$ cat src/crcd_pkg.sv
// Shared types and sizes for the clock-replacement key directory.
// No dependencies; used by crcd_cell and clock_replacement_cache_dir.
`default_nettype none

package crcd_pkg;

  localparam int SLOTS    = 16;
  localparam int KEY_BITS = 32;
  localparam int IDX_W    = (SLOTS > 1) ? $clog2(SLOTS) : 1;
  localparam int CAP_W    = 5;
  localparam int FIELD_W  = 32;
  localparam int SLOT_W   = 4;
  localparam int OUT_W    = 72;

  // request modes carried on in_tuser
  localparam logic MODE_GET = 1'b0;
  localparam logic MODE_PUT = 1'b1;

  // probe travelling down the row of cells
  typedef struct packed {
    logic                valid;
    logic                found;
    logic [IDX_W-1:0]    idx;
    logic [KEY_BITS-1:0] key;
  } crcd_probe_t;

  // update broadcast from the controller to all cells; the cell at idx acts on it
  typedef struct packed {
    logic                wr;
    logic                set_ref;
    logic                clr_ref;
    logic [IDX_W-1:0]    idx;
    logic [KEY_BITS-1:0] key;
  } crcd_cmd_t;

endpackage

`default_nettype wire

$ cat src/clock_replacement_cache_dir.sv
// Clock (second-chance) key directory: top level with controller and the row
// of slot cells. Depends on crcd_pkg and crcd_cell.
//
// Usage:
//   in_*  : one item per request. in_tuser = mode (0 get, 1 put),
//           in_tdata = key. Accepted when in_tvalid and in_tready are high.
//   out_* : one result item per request, held in an output register until
//           out_tready; in_tready drops while an item is in progress.
//   cfg_* : cfg_wr_en writes capacity (slots taking part in fill and sweep);
//           0 acts as 1, values above the slot count saturate.
// Flow: the key walks the row of cells one slot per cycle, from the launch
// register through each cell's probe register, and the lookup decides when it
// leaves the last cell; get, touch and fill then go through the finish state
// into the output register. A replacement adds the hand sweep, one slot per
// cycle, before the finish state. One item is in flight.
// Reset (rst_n low, synchronous) empties the directory, clears reference
// bits, hand and fill count, and sets capacity to the slot count.
// A stalled receiver holds the result; a later result waits in the finish state.
`default_nettype none

module clock_replacement_cache_dir (
  input  wire                          clk,
  input  wire                          rst_n,
  input  wire                          in_tvalid,
  output logic                         in_tready,
  input  wire  [31:0]                  in_tdata,   // [31:0] key
  input  wire                          in_tuser,   // [0] mode
  output logic                         out_tvalid,
  input  wire                          out_tready,
  // [0] hit, [32:1] value, [33] evicted, [65:34] evicted_key, [69:66] slot
  output logic [crcd_pkg::OUT_W-1:0]   out_tdata,
  input  wire                          cfg_wr_en,
  input  wire  [crcd_pkg::CAP_W-1:0]   cfg_wr_data
);

  localparam int SLOTS = crcd_pkg::SLOTS;
  localparam int IDX_W = crcd_pkg::IDX_W;
  localparam int CAP_W = crcd_pkg::CAP_W;
  localparam int KW    = crcd_pkg::KEY_BITS;
  localparam int FW    = crcd_pkg::FIELD_W;

  typedef enum logic [1:0] {S_IDLE, S_SEARCH, S_SWEEP, S_FINISH} state_t;

  state_t                  state_r;
  logic [CAP_W-1:0]        cap_r;
  logic [CAP_W-1:0]        live_cap;
  logic [CAP_W-1:0]        fill_r;
  logic [IDX_W-1:0]        hand_r;
  logic [IDX_W-1:0]        hand_inc;
  logic                    mode_r;
  logic [KW-1:0]           key_r;
  logic                    res_hit_r;
  logic [FW-1:0]           res_value_r;
  logic                    res_evicted_r;
  logic [FW-1:0]           res_ekey_r;
  logic [crcd_pkg::SLOT_W-1:0] res_slot_r;
  logic                    out_tvalid_r;
  logic [crcd_pkg::OUT_W-1:0] out_tdata_r;

  crcd_pkg::crcd_probe_t   launch_r;
  crcd_pkg::crcd_probe_t   chain [SLOTS+1];
  crcd_pkg::crcd_probe_t   tail;
  crcd_pkg::crcd_cmd_t     cmd;
  logic [SLOTS-1:0]        occ_vec;
  logic [SLOTS-1:0]        ref_vec;
  logic [KW-1:0]           keys [SLOTS];
  logic                    in_acc;
  logic                    hand_free;

  assign chain[0] = launch_r;
  assign tail     = chain[SLOTS];

  for (genvar g = 0; g < SLOTS; g++) begin : g_cell
    crcd_cell u_cell (
      .clk       (clk),
      .rst_n     (rst_n),
      .slot_id   (IDX_W'(g)),
      .probe_in  (chain[g]),
      .probe_out (chain[g+1]),
      .cmd       (cmd),
      .occ       (occ_vec[g]),
      .refb      (ref_vec[g]),
      .key       (keys[g])
    );
  end

  always_comb begin
    if (cap_r == '0) begin
      live_cap = CAP_W'(1);
    end else if (cap_r > CAP_W'(SLOTS)) begin
      live_cap = CAP_W'(SLOTS);
    end else begin
      live_cap = cap_r;
    end
  end

  assign in_tready = rst_n & (state_r == S_IDLE);
  assign in_acc    = in_tvalid & in_tready;
  assign hand_inc  = ((CAP_W'(hand_r) + CAP_W'(1)) == live_cap) ? '0 : hand_r + IDX_W'(1);
  assign hand_free = ~occ_vec[hand_r] | ~ref_vec[hand_r];

  always_comb begin
    cmd = '0;
    case (state_r)
      S_SEARCH: begin
        if (tail.valid) begin
          if (tail.found) begin
            cmd.set_ref = 1'b1;
            cmd.idx     = tail.idx;
          end else if ((mode_r == crcd_pkg::MODE_PUT) && (fill_r < live_cap)) begin
            cmd.wr  = 1'b1;
            cmd.idx = fill_r[IDX_W-1:0];
            cmd.key = key_r;
          end
        end
      end
      S_SWEEP: begin
        cmd.idx = hand_r;
        cmd.key = key_r;
        if (hand_free) begin
          cmd.wr = 1'b1;
        end else begin
          cmd.clr_ref = 1'b1;
        end
      end
      default: begin
        cmd = '0;
      end
    endcase
  end

  always_ff @(posedge clk) begin
    if (in_acc) begin
      launch_r.key <= KW'(in_tdata);
    end
    launch_r.found <= 1'b0;
    launch_r.idx   <= '0;
    if (!rst_n) begin
      state_r        <= S_IDLE;
      cap_r          <= CAP_W'(SLOTS);
      fill_r         <= '0;
      hand_r         <= '0;
      launch_r.valid <= 1'b0;
      out_tvalid_r   <= 1'b0;
    end else begin
      if (cfg_wr_en) begin
        cap_r <= cfg_wr_data;
      end
      launch_r.valid <= in_acc;
      // a result loaded in the finish state reloads the output register instead
      if (out_tvalid_r && out_tready && (state_r != S_FINISH)) begin
        out_tvalid_r <= 1'b0;
      end
      case (state_r)
        S_IDLE: begin
          if (in_acc) begin
            state_r <= S_SEARCH;
          end
        end
        S_SEARCH: begin
          if (tail.valid) begin
            res_hit_r     <= tail.found;
            res_value_r   <= (tail.found && (mode_r == crcd_pkg::MODE_GET)) ?
                             FW'(key_r) : '0;
            res_evicted_r <= 1'b0;
            res_ekey_r    <= '0;
            if (tail.found) begin
              res_slot_r <= crcd_pkg::SLOT_W'(tail.idx);
              state_r    <= S_FINISH;
            end else if ((mode_r == crcd_pkg::MODE_PUT) && (fill_r < live_cap)) begin
              res_slot_r <= crcd_pkg::SLOT_W'(fill_r);
              fill_r     <= fill_r + CAP_W'(1);
              state_r    <= S_FINISH;
            end else if (mode_r == crcd_pkg::MODE_PUT) begin
              res_slot_r <= '0;
              // hand may sit past a shrunk capacity
              if (CAP_W'(hand_r) >= live_cap) begin
                hand_r <= '0;
              end
              state_r <= S_SWEEP;
            end else begin
              res_slot_r <= '0;
              state_r    <= S_FINISH;
            end
          end
        end
        S_SWEEP: begin
          hand_r <= hand_inc;
          if (hand_free) begin
            res_slot_r    <= crcd_pkg::SLOT_W'(hand_r);
            res_evicted_r <= occ_vec[hand_r];
            res_ekey_r    <= occ_vec[hand_r] ? FW'(keys[hand_r]) : '0;
            state_r       <= S_FINISH;
          end
        end
        S_FINISH: begin
          if (!out_tvalid_r || out_tready) begin
            out_tvalid_r <= 1'b1;
            out_tdata_r  <= {2'b00, res_slot_r, res_ekey_r, res_evicted_r,
                             res_value_r, res_hit_r};
            state_r      <= S_IDLE;
          end
        end
        default: begin
          state_r <= S_IDLE;
        end
      endcase
    end
  end

  always_ff @(posedge clk) begin
    if (in_acc) begin
      mode_r <= in_tuser;
      key_r  <= KW'(in_tdata);
    end
  end

  assign out_tvalid = out_tvalid_r;
  assign out_tdata  = out_tdata_r;

  a_fill_bound: assert property (@(posedge clk) disable iff (!rst_n)
    fill_r <= CAP_W'(SLOTS))
    else $error("fill count beyond slot count");

  a_tail_in_search: assert property (@(posedge clk) disable iff (!rst_n)
    tail.valid |-> state_r == S_SEARCH)
    else $error("probe left the row outside a lookup");

  a_no_idle_update: assert property (@(posedge clk) disable iff (!rst_n)
    (cmd.wr || cmd.set_ref || cmd.clr_ref) |-> state_r != S_IDLE)
    else $error("slot update while idle");

  a_accept_launch: assert property (@(posedge clk) disable iff (!rst_n)
    in_acc |=> launch_r.valid && state_r == S_SEARCH)
    else $error("accepted item not launched");

endmodule

`default_nettype wire

$ cat src/crcd_cell.sv
// One directory slot: key, occupied and reference bits, plus one stage of
// the lookup probe chain. Depends on crcd_pkg.
`default_nettype none

module crcd_cell (
  input  wire                           clk,
  input  wire                           rst_n,
  input  wire  [crcd_pkg::IDX_W-1:0]    slot_id,
  input  crcd_pkg::crcd_probe_t         probe_in,
  output crcd_pkg::crcd_probe_t         probe_out,
  input  crcd_pkg::crcd_cmd_t           cmd,
  output logic                          occ,
  output logic                          refb,
  output logic [crcd_pkg::KEY_BITS-1:0] key
);

  logic                          occ_r;
  logic                          ref_r;
  logic [crcd_pkg::KEY_BITS-1:0] key_r;
  crcd_pkg::crcd_probe_t         probe_r;
  crcd_pkg::crcd_probe_t         probe_nxt;
  logic                          sel;
  logic                          match;

  assign sel   = (cmd.idx == slot_id);
  // first occupied match along the row wins
  assign match = probe_in.valid & ~probe_in.found & occ_r & (key_r == probe_in.key);

  always_comb begin
    probe_nxt       = probe_in;
    probe_nxt.found = probe_in.found | match;
    if (match) begin
      probe_nxt.idx = slot_id;
    end
  end

  always_ff @(posedge clk) begin
    probe_r.found <= probe_nxt.found;
    probe_r.idx   <= probe_nxt.idx;
    probe_r.key   <= probe_nxt.key;
    if (!rst_n) begin
      occ_r         <= 1'b0;
      ref_r         <= 1'b0;
      probe_r.valid <= 1'b0;
    end else begin
      probe_r.valid <= probe_nxt.valid;
      if (sel && cmd.wr) begin
        occ_r <= 1'b1;
        ref_r <= 1'b1;
      end else if (sel && cmd.set_ref) begin
        ref_r <= 1'b1;
      end else if (sel && cmd.clr_ref) begin
        ref_r <= 1'b0;
      end
    end
  end

  always_ff @(posedge clk) begin
    if (sel && cmd.wr) begin
      key_r <= cmd.key;
    end
  end

  assign probe_out = probe_r;
  assign occ       = occ_r;
  assign refb      = ref_r;
  assign key       = key_r;

endmodule

`default_nettype wire

$ cat config.mk
export PLATFORM = sky130hd
export DESIGN_NAME = clock_replacement_cache_dir
export DESIGN_NICKNAME = d
export VERILOG_FILES = /design/src/crcd_pkg.sv /design/src/clock_replacement_cache_dir.sv /design/src/crcd_cell.sv
export SDC_FILE = /design/constraint.sdc
export NUM_CORES = 2
export LEC_CHECK = 0
export BUFFER_PORTS_ARGS = -buffer_cell sky130_fd_sc_hd__buf_2
export CAP_MARGIN = 10
export CORE_MARGIN = 5
export CORE_UTILIZATION = 66
export CTS_CLUSTER_DIAMETER = 200
export DETAILED_ROUTE_END_ITERATION = 6
export PLACE_DENSITY_LB_ADDON = 0.12
export SLEW_MARGIN = 40
export SYNTH_ARGS = -nofsm -noshare
export SYNTH_HDL_FRONTEND = slang
export SYNTH_SLANG_ARGS = --single-unit
$ cat constraint.sdc
create_clock -name clk -period 8 [get_ports clk]
set_input_delay 1.2 -clock clk [delete_from_list [all_inputs] [get_ports clk]]
set_output_delay 1.2 -clock clk [all_outputs]
set_load 0.05 [all_outputs]
== Word level (Yosys, flattened, before mapping) ==
Index checks and enable logic that the tools add are counted.

* Muxes and demuxes: 101
* Bitwise gates (word level): 85
* Order comparisons: 5
* Reductions and logical operators: 80
* Add/sub/neg operators: 3
* Equal/unequal tests: 44

{| class="wikitable"
|+ Operator list
! kind !! count
|-
| $eq 32x32->1 || 16
|-
| $mux 32 || 6
|-
| $bmux 32 s4 || 1
|-
| $mux 36 || 2
|-
| $pmux 36 s2 || 1
|-
| $mux 1 || 65
|-
| $pmux 32 s2 || 1
|-
| $logic_and 1x1->1 || 52
|-
| $and 1x1->1 || 49
|-
| $reduce_bool 3->1 || 16
|-
| $mux 4 || 11
|-
| $eq 4x4->1 const B || 8
|-
| $not 1->1 || 19
|-
| $eq 4x3->1 const B || 4
|-
| $ne 2x2->1 const B || 8
|-
| $or 1x1->1 || 16
|-
| $pmux 4 s2 || 2
|-
| $reduce_and 4->1 || 3
|-
| $mux 2 || 5
|-
| $mux 5 || 2
|-
| $bmux 1 s4 || 2
|-
| $eq 4x2->1 const B || 2
|-
| $pmux 2 s4 || 1
|-
| $reduce_and 3->1 || 2
|-
| 22 further kinds || 24
|}

* Output and inout bits: 74
* Input bits: 43
* Flip-flop bits (word level): 1296
* Logic and storage cells: 442

== Longest topological paths before layout ==
* Word-level depth: 14
* Gate-level depth with buffers: 12

== Modules after synthesis ==
A second synthesis with hierarchy kept.

* Cells, all modules: 2787
* Area, all modules: 47469.3 µm²

{| class="wikitable"
|+ Modules (own cells, without submodules)
! module !! cells an instance !! area an instance (µm²) !! times used
|-
| crcd_cell || 133 || 2264.7 || 16
|-
| clock_replacement_cache_dir || 659 || 11234.5 || 1
|}

== Least setup slack after synthesis ==
Ideal clock, no wire load.

* Path kind: input-to-reg
* Start point: in rst_n
* End point: reg out_tdata_r, in the netlist out_tdata[0], enable pin
* Path buffers: 2
* Path slack: 2.791 ns
* Required time: 7.502 ns
* Cell stages on the path: 4
* Data arrival time: 4.710 ns
* Library setup time: 0.498 ns
* Path through: clkbuf_1 -> clkbuf_1 -> nand2_1 -> nor2_1

* Word-level cells in the longest chain between the ends: 1

{| class="wikitable"
|+ Ends and longest elaborated chain
! element !! RTL line !! source
|-
| from (decl) || clock_replacement_cache_dir.sv:23 || <nowiki>input wire rst_n,</nowiki>
|-
| $reduce_and 3->1 (no source line) || n/a ||
|-
| to (signal assigned) || clock_replacement_cache_dir.sv:199 || <nowiki>out_tdata_r <= {2'b00, res_slot_r, res_ekey_r, res_evicted_r,</nowiki>
|-
| to (decl) || clock_replacement_cache_dir.sv:58 || <nowiki>logic [crcd_pkg::OUT_W-1:0] out_tdata_r;</nowiki>
|}

Every way passes these cells.
A chain may end at the register's enable or synchronous reset.

== Worst setup path in the final report ==
* Start point: reg cap_r[4]
* End point: reg g_cell[7].u_cell.key_r, in the netlist g_cell[7].u_cell.key[21], enable pin

* Word-level cells in the longest chain between the ends: 11
* Elaborated cells on any way between the ends: 16
* Those cells by class: order compare (2); eq/ne (1); mux (10); reduce/logical (3)

{| class="wikitable"
|+ Ends and longest elaborated chain
! element !! RTL line !! source
|-
| from (decl) || clock_replacement_cache_dir.sv:45 || <nowiki>logic [CAP_W-1:0] cap_r;</nowiki>
|-
| from (signal assigned) || clock_replacement_cache_dir.sv:140 || <nowiki>cap_r <= CAP_W'(SLOTS);</nowiki>
|-
| from (signal assigned) || clock_replacement_cache_dir.sv:147 || <nowiki>cap_r <= cfg_wr_data;</nowiki>
|-
| $gt 5x5->1 || clock_replacement_cache_dir.sv:90 || <nowiki>end else if (cap_r > CAP_W'(SLOTS)) begin</nowiki>
|-
| $mux 5 || clock_replacement_cache_dir.sv:90 ||
|-
| $mux 5 * || clock_replacement_cache_dir.sv:88 || <nowiki>if (cap_r == '0) begin</nowiki>
|-
| $lt 5x5->1 * || clock_replacement_cache_dir.sv:110 || <nowiki>end else if ((mode_r == crcd_pkg::MODE_PUT) && (fill_r < live_cap)) begin</nowiki>
|-
| $logic_and 1x1->1 * || clock_replacement_cache_dir.sv:110 ||
|-
| $mux 36 || clock_replacement_cache_dir.sv:110 ||
|-
| $mux 4 || clock_replacement_cache_dir.sv:107 || <nowiki>if (tail.found) begin</nowiki>
|-
| $mux 36 || clock_replacement_cache_dir.sv:106 || <nowiki>if (tail.valid) begin</nowiki>
|-
| $pmux 36 s2 || clock_replacement_cache_dir.sv:104 || <nowiki>case (state_r)</nowiki>
|-
| $eq 4x3->1 || crcd_cell.sv:25 || <nowiki>assign sel = (cmd.idx == slot_id);</nowiki>
|-
| $logic_and 1x1->1 * || crcd_cell.sv:59 || <nowiki>if (sel && cmd.wr) begin</nowiki>
|-
| to (signal assigned) || crcd_cell.sv:60 || <nowiki>key_r <= cmd.key;</nowiki>
|-
| to (decl) || crcd_cell.sv:19 || <nowiki>logic [crcd_pkg::KEY_BITS-1:0] key_r;</nowiki>
|}

Mark *: on every way between the ends. The rest lies on a longest branch, timed or not.

==> metrics.txt <==
clock sinks=1296; Hold Path Stages=0; routed length per placed instance=31.69 µm; worst setup skew after layout=0.02156 ns; number of nets with antenna violations after routing=0; sum of overflow across all layers after global routing=0; Synth area leader=sky130_fd_sc_hd__edfxtp_1; Crit Reg-Reg Startpoint=cap_r[4]; Primary FF master, synth=sky130_fd_sc_hd__edfxtp_1; destination of the worst hold path=g_cell[11].u_cell.probe_out[22]; largest voltage drop on the vdd net=0.2779 mV; half-perimeter wire length after placement=91.29 mm; Sw Ratio=0.2235; crit path kind=reg -> reg; area after detailed placement=47280 µm²; start point of the worst min-delay path=g_cell[10].u_cell.probe_out[22]; net switching power of the design=3.180 mW; Final Worst Setup Slack=3.577 ns; Rel. slew slack=0.3709; post-route minimum period=4.423 ns; dominant cells by area after synthesis=sky130_fd_sc_hd__edfxtp_1 (45%), sky130_fd_sc_hd__dfxtp_1 (27%), sky130_fd_sc_hd__mux4_2 (8.1%); cell total after placement=3655; Net count, final=2954; largest stage delay on the critical path=0.75 ns; Routed WL=123.0 mm; actual transition at the worst max-transition pin=0.9350 ns; Final Hold Violating Endpoints=0; worst-path cell with the longest stage delay=sky130_fd_sc_hd__nor4_4; via count=24410; worst endpoint data arrival time=4.79 ns; drt via density=6.288; Setup violations, final=0; number of detailed-route iterations in the first pass=7; min-delay worst type=reg -> reg; FFs w/ async S/R, synth=0; outcome=completed; pin count of the biggest net entering global routing=61; buffer cell driving the clock tree root=sky130_fd_sc_hd__clkbuf_16; biggest fanout along the worst timing path=34; met3 routed WL=12.53 mm; area of the placeable core=68350 µm²; H-tree lvl count=3; clock-pin slew of the registers on the worst-case setup and hold paths=0.06 ns; row count=96; area of the mapped netlist=45300 µm²; ratio of cells with drive above 1 in the final layout=0.1997; height of the die=272.0 µm; Combinational Power Share=0.051; CP Capture Type=register; leakage power=16.97 nW; initial core utilization=0.6628; Ant. Diodes=0; Horiz. Die Dim=272.0 µm; Fin Hold WS=0.3564 ns; number of global-route vias before repair=24570; worst r2r dst=g_cell[7].u_cell.key[21]; crit path launch type=register; count of unique library cells instantiated by Yosys=55; worst reg2reg path depth=13; clock share of power=0.413; Port-buffer cells=114; growth of design area from synthesis to finish=13.65%; crit-path most repeated cell=sky130_fd_sc_hd__buf_4; maximum clock insertion buffer count=3; Final Instance Count excl. Fillers=3882; Ys Warns=0; share of the yosys chip area belonging to registers=0.7241; setup_tns=0 ns; worst path buffer plus inverter count=4; weighted congestion at the end of routability-driven global placement=0.9938; RSZ-0062 raised after global routing=no; hold-fix buffers at CTS=0; Top delay family on crit path=simple AND/OR/NAND/NOR gates; worst path required time=8.37 ns; initial antenna violation count=2; peak clock frequency supported by timing=0.2261 GHz; TritonCTS clock tree=built; max-cap violation count=0; most frequent cells after synthesis=sky130_fd_sc_hd__edfxtp_1 (685), sky130_fd_sc_hd__dfxtp_1 (611), sky130_fd_sc_hd__xnor2_1 (391); cell count after synthesis=2685; total non-filler cell area in the finished layout=51490 µm²; internal power=11.05 mW; crit path cell chain=inv_1 > nand2_1 > ha_1 > a211oi_1 > nor2_1 > nor4_4 > o21a_1 > buf_4 > o21ai_2 > buf_4 > or2_2 > nor2_4 > buf_8; total met2 wirelength after detailed routing=59.87 mm; starting DRC count in detailed routing=3494; cts repair resizes=0; worst-skew pair later-pin latency=0.68 ns; slack of the worst reg-to-reg path=3.58 ns; power density over the cells=276.4 nW/µm²; met1 wire length=46.29 mm; wire length of the first global-routing pass=175.2 mm; uppermost layer routed=met4; sequential cell fraction of total power=0.536; worst setup timing slack at the placement stage=3.603 ns; count of state elements after synthesis=1296; average cell area after synthesis=16.87 µm²; global-route usage over all layers=0.3327; Final period util=0.5529; EDFF count, synth=685; max-slew violation count=0; count of pins on the block boundary=117; number of buffers inserted by post-CTS setup repair=0; Die ar.=73980 µm²; number of DRC violations after detailed routing=0; share of the synthesized area in the top cell type=0.4541; most frequent cell after synthesis=sky130_fd_sc_hd__edfxtp_1; total of fill cells in the finished design=3987; number of buffers added by the clock tree synthesis step=119
[cell families (layout without fill, tap and decap cells)]
logic type / after synthesis / after routing / synth area share
muxes: 181 / 181 / 0.08476
buffers and inverters: 87 / 401 / 0.008148
adders and majority gates: 15 / 15 / 0.004143
and+or+nand+nor: 483 / 483 / 0.06203
xor gates and xnor gates: 520 / 520 / 0.1005
DFF: 1296 / 1296 / 0.7241
other: 1 / 2 / 0.00008278
AOI/OAI and AO/OA: 102 / 102 / 0.01624
[per-layer routing]
layer | global-route usage | vias up
met4 | 0.09870 | 0
met2 | 0.5418 | 1387
li1 | - | 10350
met3 | 0.07329 | 202
met5 | 0 | -
met1 | 0.4603 | 12470
[flip-flops by register name, summed over array words and instances, names as in the netlist, 5 cells and up]
name / flops
fill_r: 5
key_r: 32
cap_r: 5
res_value_r: 32
g_cell.u_cell.occ: 16
g_cell.u_cell.refb: 16
g_cell.u_cell.key: 512
out_tdata: 70
g_cell.u_cell.probe_out: 561
res_ekey_r: 32
[worst max path at each step]
stage	from	to	depth (start not counted)	slack [ns]
3_3_place_gp	cap_r[4]	g_cell[4].u_cell.key[21]	10	3.22
4_1_cts	cap_r[4]	g_cell[3].u_cell.key[12]	12	3.56
2_1_floorplan	rst_n	out_tdata[0]	4	2.79
5_1_grt	cap_r[4]	g_cell[7].u_cell.key[21]	13	3.36
3_5_place_dp	cap_r[4]	g_cell[3].u_cell.key[10]	12	3.60
6_report	cap_r[4]	g_cell[7].u_cell.key[21]	13	3.58
[power by group through the flow]
stage | registers (mW) | logic [mW] | clock network [mW]
final | 7.62 | 0.729 | 5.88
after global routing | 7.65 | 0.762 | 6.22
after CTS | 7.63 | 0.712 | 5.91
after detailed placement | 7.76 | 0.705 | 0
after global placement | 7.75 | 0.688 | 0
after floorplan | 7.66 | 0.412 | 0
[per-stage QoR]
step / util / total power, mW
global route: 0.7534 / 14.63
global placement: 0.6888 / 8.440
finish: 0.7534 / 14.23
floorplan: - / 8.073
detailed placement: 0.6918 / 8.465
CTS: 0.7524 / 14.24
[cells in the final DEF (no fill, tap or decap), types with 15 or more instances in the layout]
cell type,instances
sky130_fd_sc_hd__edfxtp_1,685
sky130_fd_sc_hd__dfxtp_1,607
sky130_fd_sc_hd__xnor2_1,391
sky130_fd_sc_hd__mux4_2,162
sky130_fd_sc_hd__clkbuf_16,132
sky130_fd_sc_hd__xor2_1,129
sky130_fd_sc_hd__buf_2,115
sky130_fd_sc_hd__nand4_1,102
sky130_fd_sc_hd__and2_1,85
sky130_fd_sc_hd__nor2b_1,56
sky130_fd_sc_hd__nor4_1,53
sky130_fd_sc_hd__or2_2,47
sky130_fd_sc_hd__nand2_1,43
sky130_fd_sc_hd__buf_4,33
sky130_fd_sc_hd__nand3_1,29
sky130_fd_sc_hd__clkinv_2,28
sky130_fd_sc_hd__clkbuf_1,26
sky130_fd_sc_hd__clkbuf_8,20
sky130_fd_sc_hd__o21ai_0,19
sky130_fd_sc_hd__nor2_1,19
sky130_fd_sc_hd__mux2i_1,18
sky130_fd_sc_hd__o311ai_0,16
sky130_fd_sc_hd__ha_1,15
[layout make-up]
type                       instances  area (µm²)  share of cell area
multi-input combinational       1303       12320              0.2394
sequential                      1296       32810              0.6373
inverter                          14       52.55            0.001021
clock buffer                     177        3651             0.07091
clock inverter                    48       491.7            0.009550
timing repair buffer             162        1054             0.02046
tap                              882        1104             0.02143
Power figures use the tool's default switching activity.
